--- src/hdl/ftsc_pkg.sv ---
`timescale 1ns / 1ps
// ftsc_pkg: constants and types for the follow-target setpoint controller
// no dependencies; imported by follow_target_setpoint_ctrl

package ftsc_pkg;

  // register map, word index on the configuration port
  localparam int unsigned REG_IDX_W = 3;
  localparam int unsigned CFG_ADDR_W = REG_IDX_W + 2;

  localparam logic [REG_IDX_W-1:0] REG_IMAGE_CENTER   = 3'd0;
  localparam logic [REG_IDX_W-1:0] REG_DEAD_BAND      = 3'd1;
  localparam logic [REG_IDX_W-1:0] REG_HEADING_STEP   = 3'd2;
  localparam logic [REG_IDX_W-1:0] REG_ALTITUDE_GAIN  = 3'd3;
  localparam logic [REG_IDX_W-1:0] REG_ALTITUDE_MIN   = 3'd4;
  localparam logic [REG_IDX_W-1:0] REG_ALTITUDE_MAX   = 3'd5;
  localparam logic [REG_IDX_W-1:0] REG_PHASE_LENGTH   = 3'd6;
  localparam logic [REG_IDX_W-1:0] REG_YAW_EVERY_STEP = 3'd7;

  // register reset values
  localparam logic [7:0]  RST_IMAGE_CENTER  = 8'd65;
  localparam logic [7:0]  RST_DEAD_BAND     = 8'd10;
  localparam logic [15:0] RST_HEADING_STEP  = 16'd258;
  localparam logic [15:0] RST_ALTITUDE_GAIN = 16'd300;
  localparam logic [15:0] RST_ALTITUDE_MIN  = 16'd1000;
  localparam logic [15:0] RST_ALTITUDE_MAX  = 16'd3000;
  localparam logic [7:0]  RST_PHASE_LENGTH  = 8'd15;

  // setpoint constants, tenths of a degree
  localparam logic signed [7:0] ROLL_POS   = 8'sd75;
  localparam logic signed [7:0] ROLL_NEG   = -8'sd75;
  localparam logic signed [8:0] PITCH_NEAR = 9'sd130;
  localparam logic signed [8:0] PITCH_MID  = 9'sd50;
  localparam logic signed [8:0] PITCH_FAR  = -9'sd20;

  localparam logic [7:0] DIST_NEAR   = 8'd35;
  localparam logic [7:0] DIST_MID    = 8'd60;
  localparam logic [7:0] HEIGHT_HIGH = 8'd50;
  localparam logic [7:0] HEIGHT_LOW  = 8'd20;

  localparam logic [15:0] ALT_RESET = 16'd1000;

  typedef struct packed {
    logic [7:0]  image_center;
    logic [7:0]  dead_band;
    logic [15:0] heading_step;
    logic [15:0] altitude_gain;
    logic [15:0] altitude_min;
    logic [15:0] altitude_max;
    logic [7:0]  phase_length;
    logic        yaw_every_step;
  } cfg_t;

  typedef struct packed {
    logic [7:0] target_column;
    logic [7:0] target_height;
    logic [7:0] target_distance;
    logic       in_flight;
  } meas_t;

endpackage

--- src/hdl/follow_target_setpoint_ctrl.sv ---
`timescale 1ns / 1ps
// follow_target_setpoint_ctrl: turns target measurements into roll, pitch,
// altitude and heading setpoints; depends on ftsc_pkg
//
// usage:
//   in_*  : one measurement item per valid/ready handshake
//   out_* : one setpoint item per measurement, same order, valid/ready
//   cfg_* : register port, register i at byte address 4*i, pready tied high;
//           write only while no item is in flight
// flow: an accepted item is captured in the input register and then moves
// on to the output register, from which its result is offered. throughput is
// one item per cycle while out_ready stays high, set by the single compute
// step between input register and output register, which also updates the
// phase, heading and altitude state.
// when out_ready is low the output register holds its item, the input
// register can still take one more item, and after that in_ready drops
// until the output side moves again.
// reset: registers return to their defaults, the phase counter and the
// heading accumulator clear, the altitude target goes to 1000 mm, and both
// pipeline stages empty.

module follow_target_setpoint_ctrl (
  input  logic                                 clk,
  input  logic                                 rst_n,
  input  logic                                 in_valid,
  output logic                                 in_ready,
  input  logic [7:0]                           in_target_column,
  input  logic [7:0]                           in_target_height,
  input  logic [7:0]                           in_target_distance,
  input  logic                                 in_in_flight,
  output logic                                 out_valid,
  input  logic                                 out_ready,
  output logic signed [7:0]                    out_roll_ref,
  output logic signed [8:0]                    out_pitch_ref,
  output logic [15:0]                          out_altitude_ref,
  output logic signed [31:0]                   out_heading_ref,
  input  logic                                 cfg_psel,
  input  logic                                 cfg_penable,
  input  logic                                 cfg_pwrite,
  input  logic [ftsc_pkg::CFG_ADDR_W-1:0]      cfg_paddr,
  input  logic [31:0]                          cfg_pwdata,
  output logic [31:0]                          cfg_prdata,
  output logic                                 cfg_pready
);
  import ftsc_pkg::*;

  cfg_t                 cfg_r;
  logic [REG_IDX_W-1:0] reg_idx;
  logic                 cfg_wr;

  meas_t                meas_r;
  logic                 s1_vld_r;
  logic                 s1_adv;

  logic [7:0]           phase_count_r, phase_count_nxt;
  logic                 roll_phase_r, roll_phase_nxt;
  logic                 yaw_phase_r, yaw_phase_nxt;
  logic [31:0]          heading_acc_r, heading_acc_nxt;
  logic [15:0]          altitude_r, altitude_nxt;

  logic                 out_vld_r;
  logic signed [7:0]    roll_r, roll_nxt;
  logic signed [8:0]    pitch_r, pitch_nxt;

  logic [8:0]           count_inc;
  logic                 phase_end;
  logic [8:0]           diff_pos, diff_neg;
  logic                 go_pos, go_neg;
  logic signed [17:0]   alt_step, alt_hi;

  // configuration port
  assign cfg_pready = 1'b1;
  assign reg_idx    = cfg_paddr[CFG_ADDR_W-1:2];
  assign cfg_wr     = cfg_psel && cfg_penable && cfg_pwrite;

  always_ff @(posedge clk) begin
    if (!rst_n) begin
      cfg_r.image_center   <= RST_IMAGE_CENTER;
      cfg_r.dead_band      <= RST_DEAD_BAND;
      cfg_r.heading_step   <= RST_HEADING_STEP;
      cfg_r.altitude_gain  <= RST_ALTITUDE_GAIN;
      cfg_r.altitude_min   <= RST_ALTITUDE_MIN;
      cfg_r.altitude_max   <= RST_ALTITUDE_MAX;
      cfg_r.phase_length   <= RST_PHASE_LENGTH;
      cfg_r.yaw_every_step <= 1'b0;
    end else if (cfg_wr) begin
      case (reg_idx)
        REG_IMAGE_CENTER:   cfg_r.image_center   <= cfg_pwdata[7:0];
        REG_DEAD_BAND:      cfg_r.dead_band      <= cfg_pwdata[7:0];
        REG_HEADING_STEP:   cfg_r.heading_step   <= cfg_pwdata[15:0];
        REG_ALTITUDE_GAIN:  cfg_r.altitude_gain  <= cfg_pwdata[15:0];
        REG_ALTITUDE_MIN:   cfg_r.altitude_min   <= cfg_pwdata[15:0];
        REG_ALTITUDE_MAX:   cfg_r.altitude_max   <= cfg_pwdata[15:0];
        REG_PHASE_LENGTH:   cfg_r.phase_length   <= cfg_pwdata[7:0];
        REG_YAW_EVERY_STEP: cfg_r.yaw_every_step <= cfg_pwdata[0];
        default: ;
      endcase
    end
  end

  always_comb begin
    case (reg_idx)
      REG_IMAGE_CENTER:   cfg_prdata = {24'd0, cfg_r.image_center};
      REG_DEAD_BAND:      cfg_prdata = {24'd0, cfg_r.dead_band};
      REG_HEADING_STEP:   cfg_prdata = {16'd0, cfg_r.heading_step};
      REG_ALTITUDE_GAIN:  cfg_prdata = {16'd0, cfg_r.altitude_gain};
      REG_ALTITUDE_MIN:   cfg_prdata = {16'd0, cfg_r.altitude_min};
      REG_ALTITUDE_MAX:   cfg_prdata = {16'd0, cfg_r.altitude_max};
      REG_PHASE_LENGTH:   cfg_prdata = {24'd0, cfg_r.phase_length};
      REG_YAW_EVERY_STEP: cfg_prdata = {31'd0, cfg_r.yaw_every_step};
      default:            cfg_prdata = 32'd0;
    endcase
  end

  // two-stage flow: input register, then output register
  assign s1_adv    = s1_vld_r && (!out_vld_r || out_ready);
  assign in_ready  = !s1_vld_r || s1_adv;

  always_ff @(posedge clk) begin
    if (!rst_n) begin
      s1_vld_r <= 1'b0;
    end else if (in_ready) begin
      s1_vld_r <= in_valid;
    end
  end

  always_ff @(posedge clk) begin
    if (in_valid && in_ready) begin
      meas_r.target_column   <= in_target_column;
      meas_r.target_height   <= in_target_height;
      meas_r.target_distance <= in_target_distance;
      meas_r.in_flight       <= in_in_flight;
    end
  end

  // phase sequencing, counter increment is 9 bits so length 255 still ends
  always_comb begin
    count_inc = {1'b0, phase_count_r} + 9'd1;
    phase_end = count_inc > {1'b0, cfg_r.phase_length};
    if (phase_end) begin
      phase_count_nxt = 8'd0;
      roll_phase_nxt  = !roll_phase_r;
      yaw_phase_nxt   = roll_phase_r;
    end else begin
      phase_count_nxt = count_inc[7:0];
      roll_phase_nxt  = roll_phase_r;
      yaw_phase_nxt   = yaw_phase_r;
    end
  end

  // target direction outside the dead band
  always_comb begin
    diff_pos = {1'b0, meas_r.target_column} - {1'b0, cfg_r.image_center};
    diff_neg = {1'b0, cfg_r.image_center} - {1'b0, meas_r.target_column};
    go_pos   = (meas_r.target_column > cfg_r.image_center) &&
               (diff_pos > {1'b0, cfg_r.dead_band});
    go_neg   = (cfg_r.image_center > meas_r.target_column) &&
               (diff_neg > {1'b0, cfg_r.dead_band});
  end

  always_comb begin
    heading_acc_nxt = heading_acc_r;
    if (yaw_phase_nxt || cfg_r.yaw_every_step) begin
      if (go_pos) begin
        heading_acc_nxt = heading_acc_r + {16'd0, cfg_r.heading_step};
      end else if (go_neg) begin
        heading_acc_nxt = heading_acc_r - {16'd0, cfg_r.heading_step};
      end
    end
    roll_nxt = 8'sd0;
    if (roll_phase_nxt && go_pos) begin
      roll_nxt = ROLL_POS;
    end else if (roll_phase_nxt && go_neg) begin
      roll_nxt = ROLL_NEG;
    end
  end

  // altitude: signed 18-bit step, clamp to max then to min
  always_comb begin
    alt_step = $signed({2'b00, altitude_r});
    if (meas_r.in_flight) begin
      if (meas_r.target_height > HEIGHT_HIGH) begin
        alt_step = $signed({2'b00, altitude_r}) - $signed({2'b00, cfg_r.altitude_gain});
      end else if (meas_r.target_height < HEIGHT_LOW) begin
        alt_step = $signed({2'b00, altitude_r}) + $signed({2'b00, cfg_r.altitude_gain});
      end
    end
    alt_hi = alt_step;
    if (alt_step > $signed({2'b00, cfg_r.altitude_max})) begin
      alt_hi = $signed({2'b00, cfg_r.altitude_max});
    end
    if (alt_hi < $signed({2'b00, cfg_r.altitude_min})) begin
      altitude_nxt = cfg_r.altitude_min;
    end else begin
      altitude_nxt = alt_hi[15:0];
    end
  end

  always_comb begin
    if (meas_r.target_distance < DIST_NEAR) begin
      pitch_nxt = PITCH_NEAR;
    end else if (meas_r.target_distance < DIST_MID) begin
      pitch_nxt = PITCH_MID;
    end else begin
      pitch_nxt = PITCH_FAR;
    end
  end

  // state advances once per item as it moves into the output register
  always_ff @(posedge clk) begin
    if (!rst_n) begin
      phase_count_r <= 8'd0;
      roll_phase_r  <= 1'b0;
      yaw_phase_r   <= 1'b0;
      heading_acc_r <= 32'd0;
      altitude_r    <= ALT_RESET;
    end else if (s1_adv) begin
      phase_count_r <= phase_count_nxt;
      roll_phase_r  <= roll_phase_nxt;
      yaw_phase_r   <= yaw_phase_nxt;
      heading_acc_r <= heading_acc_nxt;
      altitude_r    <= altitude_nxt;
    end
  end

  always_ff @(posedge clk) begin
    if (!rst_n) begin
      out_vld_r <= 1'b0;
    end else if (s1_adv) begin
      out_vld_r <= 1'b1;
    end else if (out_ready) begin
      out_vld_r <= 1'b0;
    end
  end

  always_ff @(posedge clk) begin
    if (s1_adv) begin
      roll_r  <= roll_nxt;
      pitch_r <= pitch_nxt;
    end
  end

  // altitude and heading outputs are the state registers themselves
  assign out_valid        = out_vld_r;
  assign out_roll_ref     = roll_r;
  assign out_pitch_ref    = pitch_r;
  assign out_altitude_ref = altitude_r;
  assign out_heading_ref  = heading_acc_r;

endmodule
--- config.mk ---
export PLATFORM = sky130hd
export DESIGN_NAME = follow_target_setpoint_ctrl
export DESIGN_NICKNAME = d
export VERILOG_FILES = /design/src/hdl/ftsc_pkg.sv /design/src/hdl/follow_target_setpoint_ctrl.sv
export SDC_FILE = /design/constraint.sdc
export NUM_CORES = 1
export LEC_CHECK = 0
export BUFFER_PORTS_ARGS = -buffer_cell sky130_fd_sc_hd__buf_2
export CAP_MARGIN = 20
export CORE_UTILIZATION = 60
export DETAILED_ROUTE_END_ITERATION = 8
export GPL_ROUTABILITY_DRIVEN = 1
export PLACE_DENSITY = 0.9
export SYNTH_ARGS = -nofsm -noshare
export SYNTH_HDL_FRONTEND = slang
export SYNTH_SLANG_ARGS = --single-unit
export TNS_END_PERCENT = 30
--- constraint.sdc ---
create_clock -name clk -period 8 [get_ports clk]
set_input_delay 1.6 -clock clk [delete_from_list [all_inputs] [get_ports clk]]
set_output_delay 1.6 -clock clk [all_outputs]
set_load 0.005 [all_outputs]
* Yosys cells after proc, flatten, opt, wreduce, memory -nomap -nowiden
Index checks and enable logic that the tools add are counted.
Operators by class: equality and inequality tests 7, reductions and logical operators 26, order comparisons 11, multiplexer cells 15, $add $sub $neg 7
Operators by type and width (count):
- $pmux 32 s8 | 1
- $mux 32 | 2
- $mux 18 | 3
- $add 32x16->32 | 1
- $sub 32x16->32 | 1
- $gt 9x8->1 | 3
- $gt 18x17->1 | 1
- $lt 18x17->1 | 1
- $sub 8x8->9 | 2
- $add 16x16->17 | 1
- $mux 17 | 1
- $sub 16x16->17 | 1
- $gt 8x8->1 | 2
- $lt 8x6->1 const B | 2
- $mux 16 | 1
- $mux 8 | 2
- $reduce_and 2->1 | 8
- $eq 3x3->1 const B | 4
- $add 8x1->9 const B | 1
- $mux 9 | 1
- $gt 8x6->1 const B | 1
- $logic_and 1x1->1 | 8
- $lt 8x5->1 const B | 1
- $eq 3x2->1 const B | 2
- 7 further kinds | 15
Word-level totals: bits in registers 191, word-level logic and storage cells 87, input port bits 69, output and inout bits 100

* Depth between registers and ports, before layout
Gate-level depths: netlist of the first run.
depth after elaboration 8, mapped depth 32, gate-level depth less buffers 30

* Worst setup path before layout of the first run
OpenSTA, ideal clock, no wires.
path type reg2reg, start point register cfg_r[42] (netlist name), end point register altitude_r[1], in the netlist out_altitude_ref[1], stages on the path, launching flop included 30, arrival time 6.047 ns, period minus slack after synthesis 6.135 ns, slack 1.865 ns, buffers on the path 2, cell sequence dfxtp_1 inv_1 ha_1 nor2b_1 o2111a_1 o311ai_0 a31oi_1 nor4_1 a2bb2oi_1 inv_1 ha_1 a211o_1 o211ai_1 a21oi_1 nor4_1 o22a_1 a21boi_1 buf_4 mux2_1 ha_1 a21oi_1 o22ai_1 o21a_1 a2111oi_0 o31ai_1 o211ai_1 o31a_1 buf_2 nor3_1 a311oi_2
Between the ends: longest elaborated chain between the ends 8, elaborated cells between the ends (all ways) 9, classes of those cells 2 x add/sub; 2 x order compare; 5 x mux
RTL lines:
- start, declared | RTL line follow_target_setpoint_ctrl.sv:47 | cfg_t cfg_r;
- $add 16x16->17 | RTL line follow_target_setpoint_ctrl.sv:185 | alt_step = $signed({2'b00, altitude_r}) + $signed({2'b00, cfg_r.altitude_gain});
- $mux 17 | RTL line follow_target_setpoint_ctrl.sv:184 | end else if (meas_r.target_height < HEIGHT_LOW) begin
- $mux 18 (*) | RTL line follow_target_setpoint_ctrl.sv:182 | if (meas_r.target_height > HEIGHT_HIGH) begin
- $mux 18 (*) | RTL line follow_target_setpoint_ctrl.sv:181 | if (meas_r.in_flight) begin
- $gt 18x17->1 | RTL line follow_target_setpoint_ctrl.sv:189 | if (alt_step > $signed({2'b00, cfg_r.altitude_max})) begin
- $mux 18 (*) | RTL line follow_target_setpoint_ctrl.sv:189
- $lt 18x17->1 | RTL line follow_target_setpoint_ctrl.sv:192 | if (alt_hi < $signed({2'b00, cfg_r.altitude_min})) begin
- $mux 16 (*) | RTL line follow_target_setpoint_ctrl.sv:192
- end signal, assigned | RTL line follow_target_setpoint_ctrl.sv:222 | altitude_r <= altitude_nxt;
- end, declared | RTL line follow_target_setpoint_ctrl.sv:59 | logic [15:0] altitude_r, altitude_nxt;
Mark *: on every way between the ends. The rest lies on a longest branch, timed or not. A chain may end at the register's enable or synchronous reset.

* Worst setup path after layout of the first run
start point register cfg_r[47] (netlist name), end point register altitude_r[1], in the netlist out_altitude_ref[1]
Same word-level chain as after synthesis.

==> results of run 1 <==
[layout by cell type (no fill, tap or decap), drive strengths merged, types with 32 or more instances in the layout]
cell / count
inv: 133
dfxtp: 149
edfxtp: 33
nand4: 32
ha: 136
nor2: 144
mux2i: 56
nand3: 42
nand2: 215
a21oi: 172
o21ai: 72
xnor2: 36
buf: 150
o211ai: 37
[power breakdown]
group | switching (uW) | total (uW) | internal, uW
clock | 439 | 883 | 444
combinational | 639 | 1050 | 413
sequential | 37.0 | 998 | 961
[per-stage QoR]
step | area [um^2] | hold slack [ns]
after floorplan | 14000 | 0.434
after global placement | 14600 | 0.440
after detailed placement | 14600 | 0.468
after CTS | 15200 | 0.480
after global routing | 15200 | 0.491
final | 15200 | 0.476
[timing repair]
item / 4_1_cts / 5_1_grt
setup endpoints to repair: 0 / 14
buffers inserted: 0 / 0
endpoints found under the hold margin: 0 / 0
resized for setup: 0 / 1
[sequential cells by signal, indices dropped and copies added, names as in the netlist]
name,cells
phase_count_r,8
roll_phase_r,1
yaw_phase_r,1
meas_r,25
out_heading_ref,32
out_roll_ref,3
out_altitude_ref,16
out_pitch_ref,5
cfg_r,89
s1_vld_r,1
out_valid,1
[critical path, delay by kind of cell, from the launching register on]
kind                       cells  cell delay [ns]
muxes                          1             0.33
AOI/OAI and AO/OA             17             4.34
and+or+nand+nor                4             0.86
adders and majority gates      3             1.03
buffers and inverters          4             0.46
DFF                            1             0.44
[layer usage]
metal	part of all wire, %	routed length [um]	GRT usage, %	vias to the layer above
li1	-	-	-	6423
met1	41	16200	40.6	6316
met2	47	18800	56.7	600
met3	7.5	3000	5.69	150
met4	4.7	1870	18.8	2
met5	0.020	8	0	-
[area by class of cell]
type / instances / area, um^2
clock inverters: 14 / 168
inverters: 124 / 467
fillers: 1894 / 7500
repair buffers: 150 / 796
well taps: 285 / 357
multi-input cells: 1346 / 9000
clock buffers: 18 / 450
diodes: 1 / 2.50
flip-flops and latches: 182 / 3970
[path summary, 6_finish.rpt]
kind                            slack, ns         from                   to  cells after the start
worst max-delay path                 0.46    cfg_r[47]  out_altitude_ref[1]                     29
worst min-delay path                 0.48  yaw_phase_r          yaw_phase_r                      2
worst max register to register       0.46    cfg_r[47]  out_altitude_ref[1]                     29
worst min register to register       0.48  yaw_phase_r          yaw_phase_r                      2
[cell families (layout without fill, tap and decap cells)]
| logic type | count (synthesis) | after routing | synth area share, % |
|---|---|---|---|
| XOR/XNOR | 52 | 52 | 3.28 |
| multiplexers | 71 | 71 | 5.33 |
| AO/OA/AOI/OAI | 507 | 507 | 24.1 |
| buffers and inverters | 238 | 306 | 7.35 |
| flip-flops | 182 | 182 | 28.6 |
| AND/OR/NAND/NOR | 557 | 557 | 18.3 |
| other | 2 | 19 | 0.0540 |
| adder cells (fa/ha/maj) | 141 | 141 | 13.0 |
[synthesized netlist by cell type (all sizes together), types with 11 or more instances]
master,number
nand2,215
mux2,14
dfxtp,149
clkbuf,72
a21o,28
o31ai,13
o21a,19
nor3,27
o21ai,72
ha,136
nor2,144
xor2,16
nand2b,17
nand4,32
a31oi,14
buf,42
mux2i,56
o22ai,22
o211ai,37
a211oi,19
and3,13
nor2b,15
inv,123
a21oi,172
o311ai,11
xnor2,36
edfxtp,33
nand3,42
==> summary.txt, run 1 <==
Status
  – Status: finished, final reports clean

Synth
  – Top cells by area, synth: dfxtp_1, ha_1, edfxtp_1, a21oi_1, nand2_1
  – Post-synthesis cell area: 13,900 um^2
  – Post-synth top area share: ~21%
  – Synth unique cells: 83
  – EDFF count, synth: 33
  – Sequential area share after synthesis: 28.6%
  – Syn Area/Cell: 7.94 um^2
  – Mapped Cells: 1,750
  – Flops & latches, synth: 182
  – Primary FF master, synth: dfxtp_1
  – Async SR Flop Fraction: 0%
  – Synth Warn #: 0
  – Area leader, netlist: dfxtp_1

Routing
  – Initial DRC count: 1,173
  – # DRC: 0
  – DRT antenna net count: 0
  – Via count: 13,500
  – Wire per inst: 18.8 um
  – Final wirelength: 39,900 um
  – Drt first pass iters: 6
  – Vias/cell: 6.36

Hold path
  – Hold Crit Class: reg -> reg

Worst setup path
  – Crit path DAT: roughly 7.9 ns
  – Crit Path Class: reg -> reg
  – Crit Path Max Fanout: 12
  – Setup crit end kind: flip-flop
  – Startpoint Class: flip-flop
  – Slowest cell delay on critical path: 0.59 ns
  – Critical Path RT: 8.36 ns
  – CP max-delay cell: o31a_1

Global routing
  – First-pass GRT wire length: about 64,000 um
  – Global Route Usage Sum: 33.5%
  – Initial antenna violation count: 2
  – Vias in the first global route: 13,100
  – Grt ovf: 0
  – Largest net degree at the start of global routing: 80

Placed design
  – Detailed Place HPWL: 29,100 um
  – Port Buffers: roughly 130
  – Dpl ws: 0.514 ns
  – Placed cell count: 2,087
  – Gp weighted congestion: a little under 1

Clock tree
  – Clock Tree Buf Depth: 2
  – Clk Latency, worst-skew pair: 0.45 ns
  – H-tree depth: 4
  – CTS root buf: clkbuf_16
  – CTS tree: yes
  – Clk pin slew, worst setup/hold paths: ~0.080 ns
  – Num CTS Buffers: 17
  – Clock Sinks: 182
  – Hold Buf Count CTS: 0

Die
  – Row Count: 55
  – Chip Width: 154 um
  – # IOs: 169
  – Die Y: 154 um
  – Die area: 23,800 um^2
  – Core ar.: 22,700 um^2
  – Initial Utilization: roughly 60%

Timing
  – Worst Tran Pin Value: a little under 1 ns
  – Slew headroom: between 30 and 40%
  – Hold Fails Final Rpt: 0
  – Final min period: 7.54 ns
  – Fmax: 0.133 GHz
  – RSZ-0062 raised after global routing: false
  – Setup Viol. Count Final: 0
  – Fin crit share: between 90 and 100%
  – Post-Route Setup TNS: 0 ns
  – Slew Limit Fails: 0
  – Final setup margin: between 0.4 and 0.5 ns
  – Final setup skew: 0.0133 ns

Pwr
  – Total power: 2930 uW
  – Static leakage: roughly 0.0065 uW
  – Power per cell area: 193 nW/um^2
  – Worst VDD drop: 150 uV

Finish
  – Share of layout cells above drive strength 1: 11.8%
  – Synthesis-to-layout area growth: 9.42%
  – Final nets: slightly above 2,000
  – Fin util: 67.0%
  – Post-route insts no fill: 2,120

Run
  – Max cap viols: 0
Power figures use the tool's default switching activity.
==> run 2, diff against run 1 <==
ABC_AREA = 1   (was not set)
==> run 2 against run 1 <==
Clock power fell by 2%. Sequential power hardly changed. Total power grew 23%. Largest cell class unchanged.
==> summary.txt, run 2 <==
Placed design
  – Port Buffers: 132
  – Dpl ws: 1.97 ns
  – Gp weighted congestion: a little over 0.9
  – Placed cell count: 2,225
  – Detailed Place HPWL: 28,400 um

Finish
  – Most common cell after layout, fill and taps aside: nand2_1
  – Synthesis-to-layout area growth: 9.21%
  – Area taken by multi-input logic gates: 8050 um^2
  – Final nets: 2,174
  – Share of layout cells above drive strength 1: a little over a tenth
  – Post-route insts no fill: 2,257
  – FILL cells: 1,945
  – Most frequent cells in the layout: nand2_1, a21oi_1, inv_1, o21ai_0, dfxtp_1
  – Largest register by flop count: cfg_r
  – Antenna cells: 0
  – FF+latch area: 3970 um^2
  – Max FFs per register: 89

Routing
  – Via count: roughly 13,000
  – # DRC: 0
  – DRT antenna net count: 0
  – Initial DRC count: approximately 1,200
  – Final wirelength: around 37,000 um
  – Wire per inst: 16.6 um
  – Drt first pass iters: 5
  – Vias/cell: 5.86

Worst setup path
  – Critical Path RT: 8.30 ns
  – Setup slack, reg-to-reg: 1.73 ns
  – R2r endpoint: out_altitude_ref[2]
  – Reg2reg start: cfg_r[41]
  – Crit Path Max Fanout: 21
  – Setup crit end kind: flip-flop
  – CP max-delay cell: dfxtp_1
  – Slowest cell delay on critical path: 0.45 ns
  – Reg2Reg Depth: 42
  – Startpoint Class: flip-flop
  – CP dominant cell by count: nand2_1
  – Crit path DAT: 6.57 ns
  – Crit Path Class: reg -> reg

Status
  – Status: finished, final reports clean

Die
  – Initial Utilization: 61.3%
  – Chip Width: around 150 um
  – Core ar.: 21,900 um^2
  – # IOs: 169
  – Die area: 23,000 um^2
  – Row Count: between 50 and 60
  – Die Y: 152 um

Synth
  – Flops & latches, synth: 182
  – Async SR Flop Fraction: 0%
  – Area leader, netlist: dfxtp_1
  – Top cells by area, synth: dfxtp_1, ha_1, a21oi_1, nand2_1, edfxtp_1
  – Post-synthesis cell area: 13,400 um^2
  – Post-synth top area share: 22.2%
  – Syn Area/Cell: 7.14 um^2
  – Sequential area share after synthesis: between 20 and 30%
  – Synth Warn #: 0
  – Primary FF master, synth: dfxtp_1
  – Synth unique cells: 57
  – EDFF count, synth: 33
  – Post-synth top cells: nand2_1, a21oi_1, inv_1
  – Cell with the most instances after synthesis: nand2_1
  – Mapped Cells: 1,879

Timing
  – Final min period: 6.27 ns
  – Hold Fails Final Rpt: 0
  – Hold WS: 0.473 ns
  – Final setup skew: 0.00872 ns
  – Slew headroom: 31.1%
  – Fmax: about 0.16 GHz
  – Fin crit share: 78.4%
  – Worst Tran Pin Value: 1.03 ns
  – Slew Limit Fails: 0
  – Final setup margin: approximately 1.7 ns
  – RSZ-0062 raised after global routing: false
  – Setup Viol. Count Final: 0
  – Post-Route Setup TNS: 0 ns

Global routing
  – Largest net degree at the start of global routing: 101
  – First-pass GRT wire length: approximately 59,000 um
  – Global Route Usage Sum: 32.8%
  – Vias in the first global route: 12,300
  – Initial antenna violation count: 0
  – Grt ovf: 0

Clock tree
  – Num CTS Buffers: 17
  – Hold Buf Count CTS: 0
  – Clock Tree Buf Depth: 2
  – Clock Sinks: 182
  – CTS-repair resized insts: 0
  – Post-CTS Setup Bufs: 0
  – CTS root buf: clkbuf_16
  – Clk pin slew, worst setup/hold paths: 0.07 ns
  – CTS tree: yes
  – H-tree depth: 4
  – Clk Latency, worst-skew pair: 0.44 ns

Run
  – Max cap viols: 0

Hold path
  – Hold Path Origin: phase_count_r[6]
  – Hold Crit Class: reg -> reg
  – Endpoint of the worst hold path: phase_count_r[6]
  – WHS Path Cells: 2

Pwr
  – Static leakage: 0.00700 uW
  – Worst VDD drop: 235 uV
  – Total power: around 3600 uW
  – Power per cell area: 247 nW/um^2
-- run 2: changes by cell type after synthesis, sizes merged, moves of 20 or more --
cell,delta
xor2,+34
nand2,+101
o211ai,-20
a21o,-22
o21ai,+112
inv,+127
a21oi,+99
mux2i,-56
nand3,+28
clkbuf,-33
-- run 2: logic make-up (layout without fill, tap and decap cells) --
kind of cell               Yosys count  count (layout)  share of synthesized area, %
AOI/OAI and AO/OA                  564             564                          23.4
xor gates and xnor gates            69              69                          4.51
adders and majority gates          141             141                          13.4
buffers and inverters              344             426                          10.8
DFF                                182             182                          29.6
other                                2              18                        0.0560
and+or+nand+nor                    577             577                          18.2
-- run 2: power by group --
part	switching, uW	total [uW]	internal (uW)
clock	400	869	469
sequential	47.8	1020	975
combinational	1150	1720	568
total	1600	3610	2010
-- run 2: critical path, delay by kind of cell, from the launching register on --
family	cells	cell delay (ns)
and+or+nand+nor	22	2.47
AOI/OAI and AO/OA	9	1.22
adders and majority gates	4	1.19
buffers and inverters	7	0.79
DFF	1	0.45
-- run 2: stage by stage --
step	util, %	instance area (um^2)
5_1_grt	66.9	14600
3_3_place_gp	64.2	14000
6_report	66.9	14600
2_1_floorplan	-	13500
4_1_cts	66.9	14600
3_5_place_dp	64.2	14000
-- run 2: worst max path at each step --
stage                   start                    to  slack, ns  cells after the start
detailed placement  cfg_r[41]   out_altitude_ref[3]       1.97                     42
finish              cfg_r[41]   out_altitude_ref[2]       1.73                     42
floorplan           cfg_r[47]   out_altitude_ref[6]       3.34                     41
CTS                 cfg_r[41]  out_altitude_ref[11]       1.87                     42
global route        cfg_r[41]  out_altitude_ref[11]       1.21                     42
global placement    cfg_r[41]   out_altitude_ref[3]       2.11                     42
-- run 2: cell type report --
| cell class | instances | area share [%] |
|---|---|---|
| flip-flops and latches | 182 | 27.1 |
| well taps | 280 | 2.39 |
| repair buffers | 140 | 4.92 |
| clock inverters | 15 | 1.17 |
| clock buffers | 17 | 2.90 |
| multi-input cells | 1369 | 55.0 |
| inverters | 254 | 6.51 |
-- run 2: per-layer routing --
metal / GRT usage [%] / routed length (um)
met2: 54.7 / 17300
met3: 5.00 / 3280
met4: 12.4 / 1140
met5: 0 / 0
met1: 42.6 / 15700
